File: config.mk
export PLATFORM = sky130hd
export DESIGN_NAME = bayer_green_imbalance_correct
export DESIGN_NICKNAME = d
export VERILOG_FILES = /design/src/hdl/bgic_pkg.sv /design/src/hdl/bgic_front.sv /design/src/hdl/bgic_div_cell.sv /design/src/hdl/bayer_green_imbalance_correct.sv
export SDC_FILE = /design/constraint.sdc
export NUM_CORES = 1
export LEC_CHECK = 0
export CORE_ASPECT_RATIO = 0.9
export CORE_UTILIZATION = 46
export DETAILED_ROUTE_END_ITERATION = 6
export DONT_BUFFER_PORTS = 1
export PLACE_DENSITY = 0.61
export SYNTH_ARGS = -nofsm -noshare
export SYNTH_HDL_FRONTEND = slang
export SYNTH_SLANG_ARGS = --single-unit
File: constraint.sdc
create_clock -name i_clk -period 10 [get_ports i_clk]
set_input_delay 0.5 -clock i_clk [delete_from_list [all_inputs] [get_ports i_clk]]
set_output_delay 0.5 -clock i_clk [all_outputs]
set_load 0.01 [all_outputs]
File: src/hdl/bgic_pkg.sv
// Shared types, constants and helper functions of the green imbalance corrector.
`default_nettype none

package bgic_pkg;

    localparam int PixW     = 8;
    localparam int PosW     = 12;
    localparam int SumW     = 10;
    localparam int SpreadW  = 11;
    localparam int NumW     = 18;
    localparam int QuotW    = 9;
    localparam int CfgIdxW  = 2;
    localparam int CfgDataW = 13;

    typedef enum logic [CfgIdxW-1:0] {
        CFG_BRIGHT_LIMIT = 2'd0,
        CFG_FLAT_LIMIT   = 2'd1,
        CFG_IMAGE_WIDTH  = 2'd2,
        CFG_IMAGE_HEIGHT = 2'd3
    } t_cfg_index;

    typedef struct packed {
        logic [PixW-1:0] center_pixel;
        logic [PixW-1:0] diag_up_left;
        logic [PixW-1:0] diag_up_right;
        logic [PixW-1:0] diag_down_left;
        logic [PixW-1:0] diag_down_right;
        logic [PixW-1:0] cross_up;
        logic [PixW-1:0] cross_down;
        logic [PixW-1:0] cross_left;
        logic [PixW-1:0] cross_right;
        logic [PosW-1:0] row_index;
        logic [PosW-1:0] col_index;
    } t_in_item;

    typedef struct packed {
        logic [PixW-1:0] pixel_out;
        logic            was_corrected;
    } t_out_item;

    typedef struct packed {
        logic [8:0]          bright_limit;
        logic [SpreadW-1:0]  flat_limit;
        logic [CfgDataW-1:0] image_width;
        logic [CfgDataW-1:0] image_height;
    } t_cfg;

    // Data that travels down the divider chain.
    typedef struct packed {
        logic [PixW-1:0]  pixel;
        logic             corr;
        logic [NumW-1:0]  rem;
        logic [SumW-1:0]  divisor;
        logic [QuotW-1:0] quot;
    } t_div_data;

    function automatic logic [PixW-1:0] absdiff(input logic [PixW-1:0] a,
                                                input logic [PixW-1:0] b);
        return (a > b) ? (a - b) : (b - a);
    endfunction

    function automatic logic [SpreadW-1:0] spread6(input logic [PixW-1:0] a,
                                                   input logic [PixW-1:0] b,
                                                   input logic [PixW-1:0] c,
                                                   input logic [PixW-1:0] d);
        return SpreadW'(absdiff(a, b)) + SpreadW'(absdiff(a, c))
             + SpreadW'(absdiff(a, d)) + SpreadW'(absdiff(b, c))
             + SpreadW'(absdiff(c, d)) + SpreadW'(absdiff(b, d));
    endfunction

endpackage

`default_nettype wire

File: src/hdl/bgic_front.sv
// Front stage: site, brightness and flatness tests, sums and the numerator product.
`default_nettype none

module bgic_front #(
    parameter int MAX_SIDE = 4096
) (
    input  wire logic               i_clk,
    input  wire logic               i_rst_n,
    input  wire logic               i_valid,
    input  wire bgic_pkg::t_in_item i_data,
    input  wire bgic_pkg::t_cfg     i_cfg,
    output logic                    o_ready,
    output logic                    o_valid,
    output bgic_pkg::t_div_data     o_data,
    input  wire logic               i_ready
);
    import bgic_pkg::*;

    localparam int SideW = $clog2(MAX_SIDE + 1);
    localparam int CmpW  = (SideW > CfgDataW) ? SideW : CfgDataW;
    localparam logic [CmpW-1:0] MaxSide = CmpW'(MAX_SIDE);

    logic            r_valid;
    t_div_data       r_data;
    t_div_data       n_data;
    logic [CmpW-1:0] w_width;
    logic [CmpW-1:0] w_height;
    logic            w_row_ok;
    logic            w_col_ok;
    logic            w_bright_ok;
    logic            w_flat_ok;
    logic [SumW-1:0] w_dsum;
    logic [SumW-1:0] w_csum;
    logic [NumW-1:0] w_num;

    always_comb begin
        w_width  = (CmpW'(i_cfg.image_width) > MaxSide) ? MaxSide : CmpW'(i_cfg.image_width);
        w_height = (CmpW'(i_cfg.image_height) > MaxSide) ? MaxSide
                                                         : CmpW'(i_cfg.image_height);
        w_row_ok = !i_data.row_index[0] && (i_data.row_index >= PosW'(2))
                && ((CmpW'(i_data.row_index) + CmpW'(3)) < w_height);
        w_col_ok = i_data.col_index[0] && (i_data.col_index >= PosW'(3))
                && ((CmpW'(i_data.col_index) + CmpW'(3)) < w_width);
        w_bright_ok = {1'b0, i_data.center_pixel} < i_cfg.bright_limit;
        w_flat_ok = (spread6(i_data.diag_up_left, i_data.diag_up_right,
                             i_data.diag_down_left, i_data.diag_down_right) < i_cfg.flat_limit)
                 && (spread6(i_data.cross_up, i_data.cross_down,
                             i_data.cross_left, i_data.cross_right) < i_cfg.flat_limit);
        w_dsum = SumW'(i_data.diag_up_left) + SumW'(i_data.diag_up_right)
               + SumW'(i_data.diag_down_left) + SumW'(i_data.diag_down_right);
        w_csum = SumW'(i_data.cross_up) + SumW'(i_data.cross_down)
               + SumW'(i_data.cross_left) + SumW'(i_data.cross_right);
        w_num  = NumW'(i_data.center_pixel) * NumW'(w_dsum);

        n_data.pixel = i_data.center_pixel;
        n_data.corr  = w_row_ok && w_col_ok && w_bright_ok && w_flat_ok;
        n_data.rem   = w_num;
        // A zero numerator always gives zero; a divisor of one gets there
        // even when the cross sum is zero. A zero cross sum with a nonzero
        // numerator passes every compare and so saturates.
        n_data.divisor = (w_num == '0) ? SumW'(1) : w_csum;
        n_data.quot    = '0;
    end

    assign o_ready = !r_valid || i_ready;
    assign o_valid = r_valid;
    assign o_data  = r_data;

    always_ff @(posedge i_clk) begin
        if (!i_rst_n) begin
            r_valid <= 1'b0;
        end else if (o_ready) begin
            r_valid <= i_valid;
        end
    end

    always_ff @(posedge i_clk) begin
        if (o_ready && i_valid) begin
            r_data <= n_data;
        end
    end

endmodule

`default_nettype wire

File: src/hdl/bgic_div_cell.sv
// One restoring-division cell: decides one quotient bit and hands on the remainder.
`default_nettype none

module bgic_div_cell #(
    parameter int SHIFT = 0
) (
    input  wire logic                i_clk,
    input  wire logic                i_rst_n,
    input  wire logic                i_valid,
    input  wire bgic_pkg::t_div_data i_data,
    output logic                     o_ready,
    output logic                     o_valid,
    output bgic_pkg::t_div_data      o_data,
    input  wire logic                i_ready
);
    import bgic_pkg::*;

    logic            r_valid;
    t_div_data       r_data;
    t_div_data       n_data;
    logic [NumW:0]   w_shifted;
    logic [NumW:0]   w_diff;

    always_comb begin
        w_shifted = (NumW + 1)'(i_data.divisor) << SHIFT;
        w_diff    = {1'b0, i_data.rem} - w_shifted;
        n_data    = i_data;
        if (!w_diff[NumW]) begin
            n_data.rem         = w_diff[NumW-1:0];
            n_data.quot[SHIFT] = 1'b1;
        end
    end

    assign o_ready = !r_valid || i_ready;
    assign o_valid = r_valid;
    assign o_data  = r_data;

    always_ff @(posedge i_clk) begin
        if (!i_rst_n) begin
            r_valid <= 1'b0;
        end else if (o_ready) begin
            r_valid <= i_valid;
        end
    end

    always_ff @(posedge i_clk) begin
        if (o_ready && i_valid) begin
            r_data <= n_data;
        end
    end

endmodule

`default_nettype wire

File: src/hdl/bayer_green_imbalance_correct.sv
// Top level of the Bayer green imbalance corrector: front stage, divider chain, output register.
//
// The input channel takes one item per clock while o_in_stall is low: a center pixel, its
// four diagonal and four distance-two neighbors, and its row and column. An item is
// accepted on a rising edge where i_in_valid is high and o_in_stall is low. The output
// channel returns one item per input item, in order, under the same valid/stall rule with
// i_out_stall. Before o_out_valid rises, an accepted item passes through these registered
// stages in order: one front stage that tests the site, brightness and flatness and forms
// the product pixel times diagonal sum, nine division cells (one saturation test and eight
// quotient bits, one bit per cell) and the output register. Throughput is one item per
// clock while no stall holds the chain; every stage has its own valid bit, so bubbles
// close up and a new item is taken while a finished one waits. When the receiver stalls,
// the chain fills up and o_in_stall rises only once no stage is free. Reset (synchronous,
// active low) empties every stage and loads the register defaults: bright limit 243, flat
// limit 62, width 1920, height 1080. Registers are written through
// i_cfg_we/i_cfg_index/i_cfg_data while the block is idle.
`default_nettype none

module bayer_green_imbalance_correct #(
    parameter int MAX_SIDE = 4096
) (
    input  wire logic                                i_clk,
    input  wire logic                                i_rst_n,
    input  wire logic                                i_in_valid,
    input  wire bgic_pkg::t_in_item                  i_in_data,
    output logic                                     o_in_stall,
    output logic                                     o_out_valid,
    output bgic_pkg::t_out_item                      o_out_data,
    input  wire logic                                i_out_stall,
    input  wire logic                                i_cfg_we,
    input  wire logic [bgic_pkg::CfgIdxW-1:0]        i_cfg_index,
    input  wire logic [bgic_pkg::CfgDataW-1:0]       i_cfg_data
);
    import bgic_pkg::*;

    // One saturation cell (quotient of 256 or more) plus one cell per result bit.
    localparam int NumCells = QuotW;

    t_cfg      r_cfg;
    logic      r_out_valid;
    t_out_item r_out_data;
    t_out_item n_out_data;

    // Stage 0 is the front stage; stage k is the output of cell k.
    logic      s_valid [0:NumCells];
    t_div_data s_data  [0:NumCells];
    logic      s_ready [0:NumCells];
    logic      w_front_ready;
    logic      w_out_ready;

    // Configuration registers. Writes are expected only while the chain is empty.
    always_ff @(posedge i_clk) begin
        if (!i_rst_n) begin
            r_cfg.bright_limit <= 9'd243;
            r_cfg.flat_limit   <= SpreadW'(62);
            r_cfg.image_width  <= CfgDataW'(1920);
            r_cfg.image_height <= CfgDataW'(1080);
        end else if (i_cfg_we) begin
            unique case (t_cfg_index'(i_cfg_index))
                CFG_BRIGHT_LIMIT: r_cfg.bright_limit <= i_cfg_data[8:0];
                CFG_FLAT_LIMIT:   r_cfg.flat_limit   <= i_cfg_data[SpreadW-1:0];
                CFG_IMAGE_WIDTH:  r_cfg.image_width  <= i_cfg_data;
                CFG_IMAGE_HEIGHT: r_cfg.image_height <= i_cfg_data;
                default: ;
            endcase
        end
    end

    bgic_front #(
        .MAX_SIDE (MAX_SIDE)
    ) u_front (
        .i_clk   (i_clk),
        .i_rst_n (i_rst_n),
        .i_valid (i_in_valid),
        .i_data  (i_in_data),
        .i_cfg   (r_cfg),
        .o_ready (w_front_ready),
        .o_valid (s_valid[0]),
        .o_data  (s_data[0]),
        .i_ready (s_ready[0])
    );

    assign o_in_stall = !w_front_ready;

    // The first cell tests against the divisor shifted by eight, which flags a
    // quotient that does not fit in eight bits; the rest produce bits 7 down to 0.
    for (genvar k = 1; k <= NumCells; k++) begin : g_cell
        bgic_div_cell #(
            .SHIFT (NumCells - k)
        ) u_cell (
            .i_clk   (i_clk),
            .i_rst_n (i_rst_n),
            .i_valid (s_valid[k-1]),
            .i_data  (s_data[k-1]),
            .o_ready (s_ready[k-1]),
            .o_valid (s_valid[k]),
            .o_data  (s_data[k]),
            .i_ready (s_ready[k])
        );
    end

    assign w_out_ready        = !r_out_valid || !i_out_stall;
    assign s_ready[NumCells]  = w_out_ready;

    // Pick the passed-through pixel, the saturated value or the quotient.
    always_comb begin
        n_out_data.was_corrected = s_data[NumCells].corr;
        if (!s_data[NumCells].corr) begin
            n_out_data.pixel_out = s_data[NumCells].pixel;
        end else if (s_data[NumCells].quot[QuotW-1]) begin
            n_out_data.pixel_out = {PixW{1'b1}};
        end else begin
            n_out_data.pixel_out = s_data[NumCells].quot[PixW-1:0];
        end
    end

    always_ff @(posedge i_clk) begin
        if (!i_rst_n) begin
            r_out_valid <= 1'b0;
        end else if (w_out_ready) begin
            r_out_valid <= s_valid[NumCells];
        end
    end

    always_ff @(posedge i_clk) begin
        if (w_out_ready && s_valid[NumCells]) begin
            r_out_data <= n_out_data;
        end
    end

    assign o_out_valid = r_out_valid;
    assign o_out_data  = r_out_data;

endmodule

`default_nettype wire

# After elaboration in Yosys (flattened, before gate mapping)
# Index checks and enable logic that the tools add are counted.
[totals] latchBits=0 output_inout_bits=11 inputBits=116 elab_cells=222 memories=0 ram_bits=0 romBits=0 regBits=453
[op_classes] add_sub_neg=51 multipliers=1 n_eq_ne=3 shifts=0 n_reduce_logical=50 div_mod_pow=0 bitwise=0 n_mux=24 magnitude_cmp=21
[op_table] operator="subtractor 8 bit" n=24
[op_table] operator="2-to-1 mux 18 bit" n=8
[op_table] operator="2-to-1 mux 8 bit" n=14
[op_table] operator="> comparator 8 bit" n=12
[op_table] operator="adder 11 x 8 -> 11 bit" n=8
[op_table] operator="adder 10 x 8 -> 10 bit" n=4
[op_table] operator="adder 8 x 8 -> 9 bit" n=4
[op_table] operator="adder 12 x 2 -> 13 bit, second input constant" n=2
[op_table] operator="> comparator 13 bit, second input constant" n=2
[op_table] operator="< comparator 13 bit" n=2
[op_table] operator="2-to-1 mux 13 bit" n=2
[op_table] operator="greater-or-equal comparator 12 x 2 -> 1 bit, second input constant" n=2
[op_table] operator="< comparator 11 bit" n=2
[op_table] operator="logical AND 1 bit" n=19
[op_table] operator="subtractor 18 x 10 -> 19 bit" n=1
[op_table] operator="subtractor 18 x 11 -> 19 bit" n=1
[op_table] operator="subtractor 18 x 12 -> 19 bit" n=1
[op_table] operator="subtractor 18 x 13 -> 19 bit" n=1
[op_table] operator="subtractor 18 x 14 -> 19 bit" n=1
[op_table] operator="subtractor 18 x 15 -> 19 bit" n=1
[op_table] operator="subtractor 18 x 16 -> 19 bit" n=1
[op_table] operator="subtractor 18 x 17 -> 19 bit" n=1
[op_table] operator="subtractor 18 x 18 -> 19 bit" n=1
[op_table] operator="logical NOT 18 bit" n=1
[op_table] operator="other kinds (8)" n=35

# Depth between registers and ports, before layout
# Gate-level depths: netlist (run 1).
[logic_depth] depth_word=13 depth_mapped=36 mapped_depth_nobuf=36

# Modules after synthesis
# From an unflattened synthesis (run 1), not the netlist that was laid out.
[unflattened] hier_cells=3466 area_unflattened_um2=37805.0
[by_module_without_submodules] mod="bgic_front" n_inst=1 area_per_inst_um2=15947.8 seq_area_each_um2=1131.1 cells_each=1846
[by_module_without_submodules] mod="bgic_div_cell (g_cell[6].u_cell)" n_inst=1 area_per_inst_um2=2337.2 seq_area_each_um2=1401.3 cells_each=175
[by_module_without_submodules] mod="bayer_green_imbalance_correct" n_inst=1 area_per_inst_um2=2264.7 seq_area_each_um2=1211.2 cells_each=214
[by_module_without_submodules] mod="bgic_div_cell (g_cell[9].u_cell)" n_inst=1 area_per_inst_um2=2238.4 seq_area_each_um2=1401.3 cells_each=165
[by_module_without_submodules] mod="bgic_div_cell (g_cell[8].u_cell)" n_inst=1 area_per_inst_um2=2230.9 seq_area_each_um2=1401.3 cells_each=169
[by_module_without_submodules] mod="bgic_div_cell (g_cell[5].u_cell)" n_inst=1 area_per_inst_um2=2205.9 seq_area_each_um2=1401.3 cells_each=158
[by_module_without_submodules] mod="bgic_div_cell (g_cell[7].u_cell)" n_inst=1 area_per_inst_um2=2187.1 seq_area_each_um2=1401.3 cells_each=161
[by_module_without_submodules] mod="bgic_div_cell (g_cell[2].u_cell)" n_inst=1 area_per_inst_um2=2158.3 seq_area_each_um2=1401.3 cells_each=147
[by_module_without_submodules] mod="bgic_div_cell (g_cell[3].u_cell)" n_inst=1 area_per_inst_um2=2117.0 seq_area_each_um2=1401.3 cells_each=143
[by_module_without_submodules] mod="bgic_div_cell (g_cell[4].u_cell)" n_inst=1 area_per_inst_um2=2097.0 seq_area_each_um2=1401.3 cells_each=156
[by_module_without_submodules] mod="bgic_div_cell (g_cell[1].u_cell)" n_inst=1 area_per_inst_um2=2020.7 seq_area_each_um2=1401.3 cells_each=132

# Worst setup path before layout (run 1)
# No wires, ideal clock.
[synth_path] path_type="input to register" start="input i_in_data[74] (netlist name)" end="register u_front.r_data, in the netlist u_front.o_data[12], data pin" t_required_ns=9.743 arrival_time_ns=7.437 path_slack_ns=2.307 setup_time_ns=0.257 cell_stages=34 n_path_buf=3 cell_sequence="inv_1 ha_1 clkbuf_1 inv_1 a21oi_1 o21bai_1 a21oi_1 xnor2_1 fa_1 inv_1 ha_1 a21boi_0 o21ai_0 nand2b_1 xor2_1 nand2_1 fa_1 inv_1 fa_1 fa_1 inv_1 fa_1 inv_1 ha_1 buf_2 a21o_1 nor3_1 a2111oi_1 o22ai_1 xnor2_1 nor4b_1 and4_1 buf_4 nor3_1"
[synth_rtl] item="from (decl)" line="bayer_green_imbalance_correct.sv:25" rtl="input wire bgic_pkg::t_in_item i_in_data,"
[synth_rtl] item="to (signal assigned)" line="bgic_front.sv:79" rtl="r_data <= n_data;"
[synth_rtl] item="to (decl)" line="bgic_front.sv:24" rtl="t_div_data r_data;"

==> results of run 1 <==
[stage by stage]
step / total power, mW / utilization (%) / setup WS, ns
CTS: 13.9 / 50.2 / 1.95
floorplan: 9.96 / - / 2.31
finish: 13.8 / 50.2 / 1.91
global placement: 12.1 / 48.3 / 1.56
detailed placement: 12.2 / 48.3 / 1.40
global route: 15.2 / 50.2 / 1.23
[power by group through the flow]
stage | logic, mW | clock network [mW] | registers (mW)
3_3_place_gp | 9.59 | 0 | 2.49
3_5_place_dp | 9.68 | 0 | 2.49
2_1_floorplan | 7.50 | 0 | 2.46
6_report | 9.70 | 1.61 | 2.45
4_1_cts | 9.75 | 1.67 | 2.45
5_1_grt | 11.0 | 1.74 | 2.46
[placed cells by master, fill, tap and decap left out, drive strengths merged, types with 36 or more instances in the layout]
cell	instances
a21boi	45
a21o	67
a21oi	205
and2	59
clkbuf	52
dfxtp	56
edfxtp	396
fa	150
ha	436
inv	461
mux2	57
mux2i	54
nand2	232
nand2b	36
nand3	55
nor2	150
nor2b	70
nor3	63
o21ai	154
o21bai	63
xnor2	142
xor2	52
[cells by family (layout without fill, tap and decap cells)]
kind of cell | count (synthesis) | after routing
buf+inv | 535 | 547
fa+ha+maj | 586 | 586
flops | 452 | 452
simple gates | 795 | 795
mux | 111 | 111
xor+xnor | 194 | 194
compound gates | 745 | 745
[per-layer routing]
layer	share of wire, %	up-vias	wire length (um)
met1	45	11311	35300
met4	2.3	0	1820
met5	0	-	0
met3	4.3	119	3320
li1	-	11947	-
met2	48	529	37200
[worst paths after layout]
check / start / end / depth (start not counted)
setup / recovery: i_in_data[73] / u_front.o_data[12] / 31
hold / removal: i_rst_n / r_cfg[21] / 1
setup reg to reg: g_cell[5].u_cell.o_data[10] / g_cell[6].u_cell.o_data[26] / 10
hold reg to reg: g_cell[2].u_cell.o_data[21] / g_cell[3].u_cell.o_data[21] / 0
[worst max-delay path, delay by kind of cell]
| kind | cells | cell delay (ns) |
|---|---|---|
| and+or+nand+nor | 6 | 1.16 |
| AOI/OAI and AO/OA | 9 | 2.05 |
| adders and majority gates | 8 | 3.58 |
| xor gates and xnor gates | 3 | 0.73 |
| buffers and inverters | 5 | 0.33 |
[layout make-up]
| class | instances | area (sq um) |
|---|---|---|
| Fill cell | 6869 | 37400 |
| Multi-Input combinational cell | 2431 | 20200 |
| Sequential cell | 452 | 13000 |
| Inverter | 460 | 1730 |
| Tap cell | 1018 | 1270 |
| Clock buffer | 52 | 1150 |
| Clock inverter | 26 | 260 |
| Timing Repair Buffer | 9 | 67.6 |
[Yosys cell counts, types with 22 or more instances]
master    instances  area [sq um]
a21boi_0         45           338
a21o_1           67           503
a21oi_1         204          1020
and2_1           59           369
and3_1           26           163
clkbuf_1         65           244
dfxtp_1          56          1120
edfxtp_1        396         11900
fa_1            150          3000
ha_1            436          5460
inv_1           460          1730
mux2_2           57           642
mux2i_1          54           541
nand2_1         232           871
nand2b_1         36           225
nand3_1          55           275
nand4_1          26           163
nor2_1          150           563
nor2b_1          70           438
nor3_1           61           305
o211ai_1         22           165
o21a_1           24           180
o21ai_0         147           736
o21bai_1         63           473
xnor2_1         142          1240
xor2_1           52           455
[sequential cells by signal, indices dropped and copies added, names as in the netlist]
signal,cells
o_out_valid,1
g_cell.u_cell.o_data,350
r_cfg,45
u_front.o_valid,1
g_cell.u_cell.o_valid,9
o_out_data,9
u_front.o_data,37
==> summary.md, run 1 <==
| Metric | Value |
|---|---|
| Synth Area in Adders | between 20% and 30% |
| Post-Route Setup TNS | 0 ns |
| CTS resizes | 0 |
| P_leak | around 16 nW |
| Routed len/inst | 17.5 um |
| Reg2reg setup slack | 6.50 ns |
| DP HPWL | around 63000 um |
| Peak VDD IR | ~0.61 mV |
| Die ar. | between 70000 and 80000 sq um |
| Number of diodes | 0 |
| Run status | finished, final reports clean |
| Relative slew slack | ~28% |
| Drt total wl | between 70000 and 80000 um |
| Number of synthesized flops with an enable pin | 396 |
| Power per cell area | 365 nW/um^2 |
| Final setup viols | 0 |
| Clk_lat worst skew | 0.54 ns |
| First-pass GRT wire length | 125000 um |
| GRT busiest layer | met2 |
| CTS Root Cell | clkbuf_16 |
| Final hold viol count | 0 |
| Drt pass-1 iters | 6 |
| Crit path time final | just over 8 ns |
| Arr. time, crit path | between 8 and 9 ns |
| Critical Path RT | about 10 ns |
| Worst setup path category | in -> reg |
| Placed Instances | roughly 4400 |
| Worst hold slack | ~0.05 ns |
| #FFs+latches synth | about 450 |
| Vias per cell | around 5.4 |
| Clock sinks | 452 |
| Dominant synthesized flop cell | edfxtp_1 |
| Vias in the first global route | roughly 23000 |
| Post-Synth Simple-Gate Area | 11.2% |
| Post-DRT Antenna Nets | 0 |
| NumNets Final | 4100 |
| Fin crit share | about four fifths |
| Initial antenna violation count | 0 |
| Max clock buf depth | 3 |
| Final Non-Filler Cells | roughly 4400 |
| Yosys warning count | 0 |
| Clk slew on worst S/H paths | roughly 0.06 ns |
| Initial cell density of the core | roughly 47% |
| Ports | 127 |
| Hold-fix buffers at CTS | 0 |
| Max FO, Critical Path | 10 |
| CTS tree | yes |
| Mapped Area | between 30000 and 40000 sq um |
| Row count | 95 |
| Critical-path top delay cell | a2111oi_1 |
| Initial DRC count | around 1400 |
| Sequential power share | between 10% and 20% |
| Pin count of the biggest net entering global routing | 57 |
| RSZ-0062 raised after global routing | no |
| Gpl congestion | 0.935 |
| Largest family of logic cells by synthesized area | adder cells |
| Avg Cell Area, Syn | 10.3 sq um |
| Mux cell area share after synthesis | approximately 3.4% |
| Max-cap violation count | 0 |
| H-Tree Depth | 2 |
| Clock power share | around an eighth |
| Cell Int Power | ~7.5 mW |
| GR Layer Usage met3 | roughly 2.3% |
| XOR/XNOR share of the synthesized area | between 4 and 5% |
| Area growth, synth to finish | 7.24% |
| Final Max Slew Viols | 0 |
| Switching part of the total | a little under half |
| Crit. End Element | flop |
| Worst hold path type | in -> reg |
| Ys async rst share | 0% |
| Postcts setup bufs | 0 |
| Max incr delay on CP | just under 0.6 ns |
| Fin area | around 38000 sq um |
| Post-synthesis sequential area ratio | between 30% and 40% |
| Layout cells sized above 1 | 5.31% |
| GR Util met2 | 34.6% |
| Die Y | 264 um |
| Cell count after synthesis | 3418 |
| Psw | 6.25 mW |
| Routed via count | around 24000 |
| Unique masters post-synth | 77 |
| DRC viols | 0 |
| Compound-gate portion of the synthesized area | between 10% and 20% |
| Element type at the critical path start | input pin |
| Total Routing Usage GR | 20.1% |
| Top achievable clock speed | approximately 120 MHz |
| M1 GR Usage | a little over a quarter |
| Slew at the pin with the worst max-slew slack | 1.08 ns |
| Overflow after GRT | 0 |
| Syn nets | approximately 4100 |
| Cell Area, Placed | ~36000 sq um |
| Core box area | 75100 sq um |
| Num CTS Buffers | 44 |
| Logic pwr share | between 70 and 80% |
| Die Width | around 300 um |
| Final Skew | 0.0175 ns |
| Port Buf Inserts | 0 |
No activity file was read; power rests on OpenSTA's default activity.
==> run 2: changes to the inputs <==
Settings changed: PLACE_DENSITY 0.61 to 0.63.
Clock period 10 ns to 7 ns, I/O delays scaled along.
==> run 2 against run 1 <==
Clock-buffer cell count increased by 5; flip-flop and latch count unchanged; clock skew about the same.
==> summary.md, run 2 (same netlist as run 1, synthesis figures left out) <==
| Metric | Value |
|---|---|
| Run status | finished, final reports clean (unchanged) |
| Crit. End Element | flop (unchanged) |
| Die Width | 293 um (unchanged) |
| First-pass GRT wire length | 129000 um (was 125000 um) |
| Initial DRC count | 1372 (was 1404) |
| H-Tree Depth | 2 (unchanged) |
| Die ar. | 77500 sq um (unchanged) |
| Worst setup path category | in -> reg (unchanged) |
| Total Routing Usage GR | 20.8% (was 20.1%) |
| Final Max Slew Viols | 0 (unchanged) |
| Initial cell density of the core | 46.8% (unchanged) |
| Post-DRT Antenna Nets | 0 (unchanged) |
| Top achievable clock speed | roughly 140 MHz |
| Crit path time final | 6.90 ns |
| Commonest non-fill, non-tap cells in the layout | 451 x inv_1, 423 x ha_1, 396 x edfxtp_1, 253 x buf_4, 232 x nand2_1 (was 460 x inv_1, 436 x ha_1, 396 x edfxtp_1, 232 x nand2_1, 204 x a21oi_1) |
| Drt pass-1 iters | 5 (was 6) |
| Final setup viols | 0 (unchanged) |
| Ports | 127 (unchanged) |
| Vias in the first global route | 24759 (was 23453) |
| NumNets Final | 4372 (was 4100) |
| Pre-CTS setup slack | -0.855 ns (was 1.40 ns) |
| Drt total wl | 81800 um (was 77600 um) |
| Initial antenna violation count | 4 (was 0) |
| Die Y | 264 um (unchanged) |
| Clk_lat worst skew | 0.55 ns (was 0.54 ns) |
| FILL cells | 6682 (was 6869) |
| Worst hold path type | in -> reg (unchanged) |
| Top cell by count, worst path | fa_1 |
| Slew at the pin with the worst max-slew slack | 1.17 ns (was 1.08 ns) |
| DRC viols | 0 (unchanged) |
| Num CTS Buffers | 45 (was 44) |
| Pin count of the biggest net entering global routing | 57 (unchanged) |
| Routed via count | 24994 (was 23906) |
| Routed len/inst | 17.3 um (was 17.5 um) |
| Largest register FFs | 350 (unchanged) |
| Fin area | 40500 sq um (was 37700 sq um) |
| Fin crit share | 98.6% |
| Relative slew slack | 22.1% (was 28.0%) |
| Clk slew on worst S/H paths | 0.06 ns (about the same) |
| Kind of cell adding the most delay to the critical path | adder cells (unchanged) |
| Cell Area, Placed | 38200 sq um (was 36300 sq um) |
| Buf+Inv Stages, Crit Path | 8 (was 5) |
| DP HPWL | 66600 um (was 63300 um) |
| Max FO, Critical Path | 6 (was 10) |
| Clock sinks | 452 (unchanged) |
| Max incr delay on CP | 0.56 ns (was 0.58 ns) |
| Final hold viol count | 0 (unchanged) |
| Overflow after GRT | 0 (unchanged) |
| Element type at the critical path start | input pin (unchanged) |
| Max-cap violation count | 0 (unchanged) |
| RSZ-0062 raised after global routing | yes (was no) |
| Final Skew | 0.0172 ns (was 0.0175 ns) |
| Port Buf Inserts | 0 (unchanged) |
| Critical Path RT | 7.28 ns (was 10.27 ns) |
| Core box area | 75100 sq um (unchanged) |
| Critical-path top delay cell | or4_4 (was a2111oi_1) |
| CTS Root Cell | clkbuf_16 (unchanged) |
| Row count | 95 (unchanged) |
| Area growth, synth to finish | 15.4% (was 7.24%) |
| Max clock buf depth | 3 (unchanged) |
| Arr. time, crit path | 7.19 ns (was 8.36 ns) |
| Gpl congestion | 0.948 (was 0.935) |
| Vias per cell | 5.29 (was 5.37) |
| Layout cells sized above 1 | 14.4% (was 5.31%) |
| Most common cell after layout, fill and taps aside | inv_1 (unchanged) |
| Worst setup margin | 0.0961 ns (was 1.91 ns) |
| CTS tree | yes (unchanged) |
| Worst hold slack | 0.0897 ns (was 0.0512 ns) |
## run 2: changes by cell type in the layout (fill, tap and decap cells not counted), moves of 11 or more
cell           previous run  this run
xnor2_1                 142       129
dlygate4sd3_1             0        24
o21ai_0                 147       136
a21oi_2                   1        23
xnor2_2                   0        13
buf_4                     9       253
ha_1                    436       423
ha_4                      0        11
a21oi_1                 204       179
## run 2: timing repair
action                                 CTS  global route
cloned                                   0             1
setup buffers                            0            12
gates resized for setup                  8            84
setup endpoints to repair                7            12
endpoints found under the hold margin   64             0
pin swaps                                2            77
hold buffers                            25             0
## run 2: through the flow
| stage | utilization, % | setup TNS (ns) | cells |
|---|---|---|---|
| final | 53.9 | 0 | 4724 |
| after CTS | 53.3 | 0 | 4710 |
| after detailed placement | 50.9 | -6.95 | 4603 |
| after floorplan | - | -1.20 | 3418 |
| after global placement | 50.9 | -6.45 | 4603 |
| after global routing | 53.9 | -1.76 | 4724 |
## run 2: cell type report
type                    count  area (sq um)  share of cell area (%)
flip-flops and latches    452         13000                    32.1
multi-input cells        2431         20800                    51.4
clock buffers              57          1210                    2.99
repair buffers            280          2180                    5.38
well taps                1018          1270                    3.14
clock inverters            25           294                   0.726
inverters                 460          1740                    4.29
diodes                      1          2.50                 0.00617
## run 2: worst reg2reg max path, delay by kind of cell, from the launching register on
kind                     cells  cell delay, ns
adder cells (fa/ha/maj)      1            0.22
AO/OA/AOI/OAI                5            1.38
flip-flops                   1            0.43
multiplexers                 1            0.48
AND/OR/NAND/NOR              2            0.73
buffers and inverters        1            0.09
## run 2: metal layers
metal / wire length, um / global-route usage (%)
met1: 35400 / 26.3
met2: 39200 / 35.9
met3: 4690 / 3.68
met4: 2500 / 6.69
met5: 0 / 0
## run 2: path summary, 6_finish.rpt
check                              startpoint                     endpoint  slack [ns]  depth (start not counted)
setup reg to reg  g_cell[5].u_cell.o_data[10]  g_cell[6].u_cell.o_data[24]        3.43                         10
hold / removal                 i_cfg_index[1]                    r_cfg[37]        0.09                          3
setup / recovery                i_in_data[72]           u_front.o_data[13]         0.1                         31
hold reg to reg   g_cell[2].u_cell.o_data[21]  g_cell[3].u_cell.o_data[21]        0.41                          0
Power of run 2 is left out: the tool's default activity adds up to more than one toggle a clock period on the data nets, which glitch-free logic cannot reach.
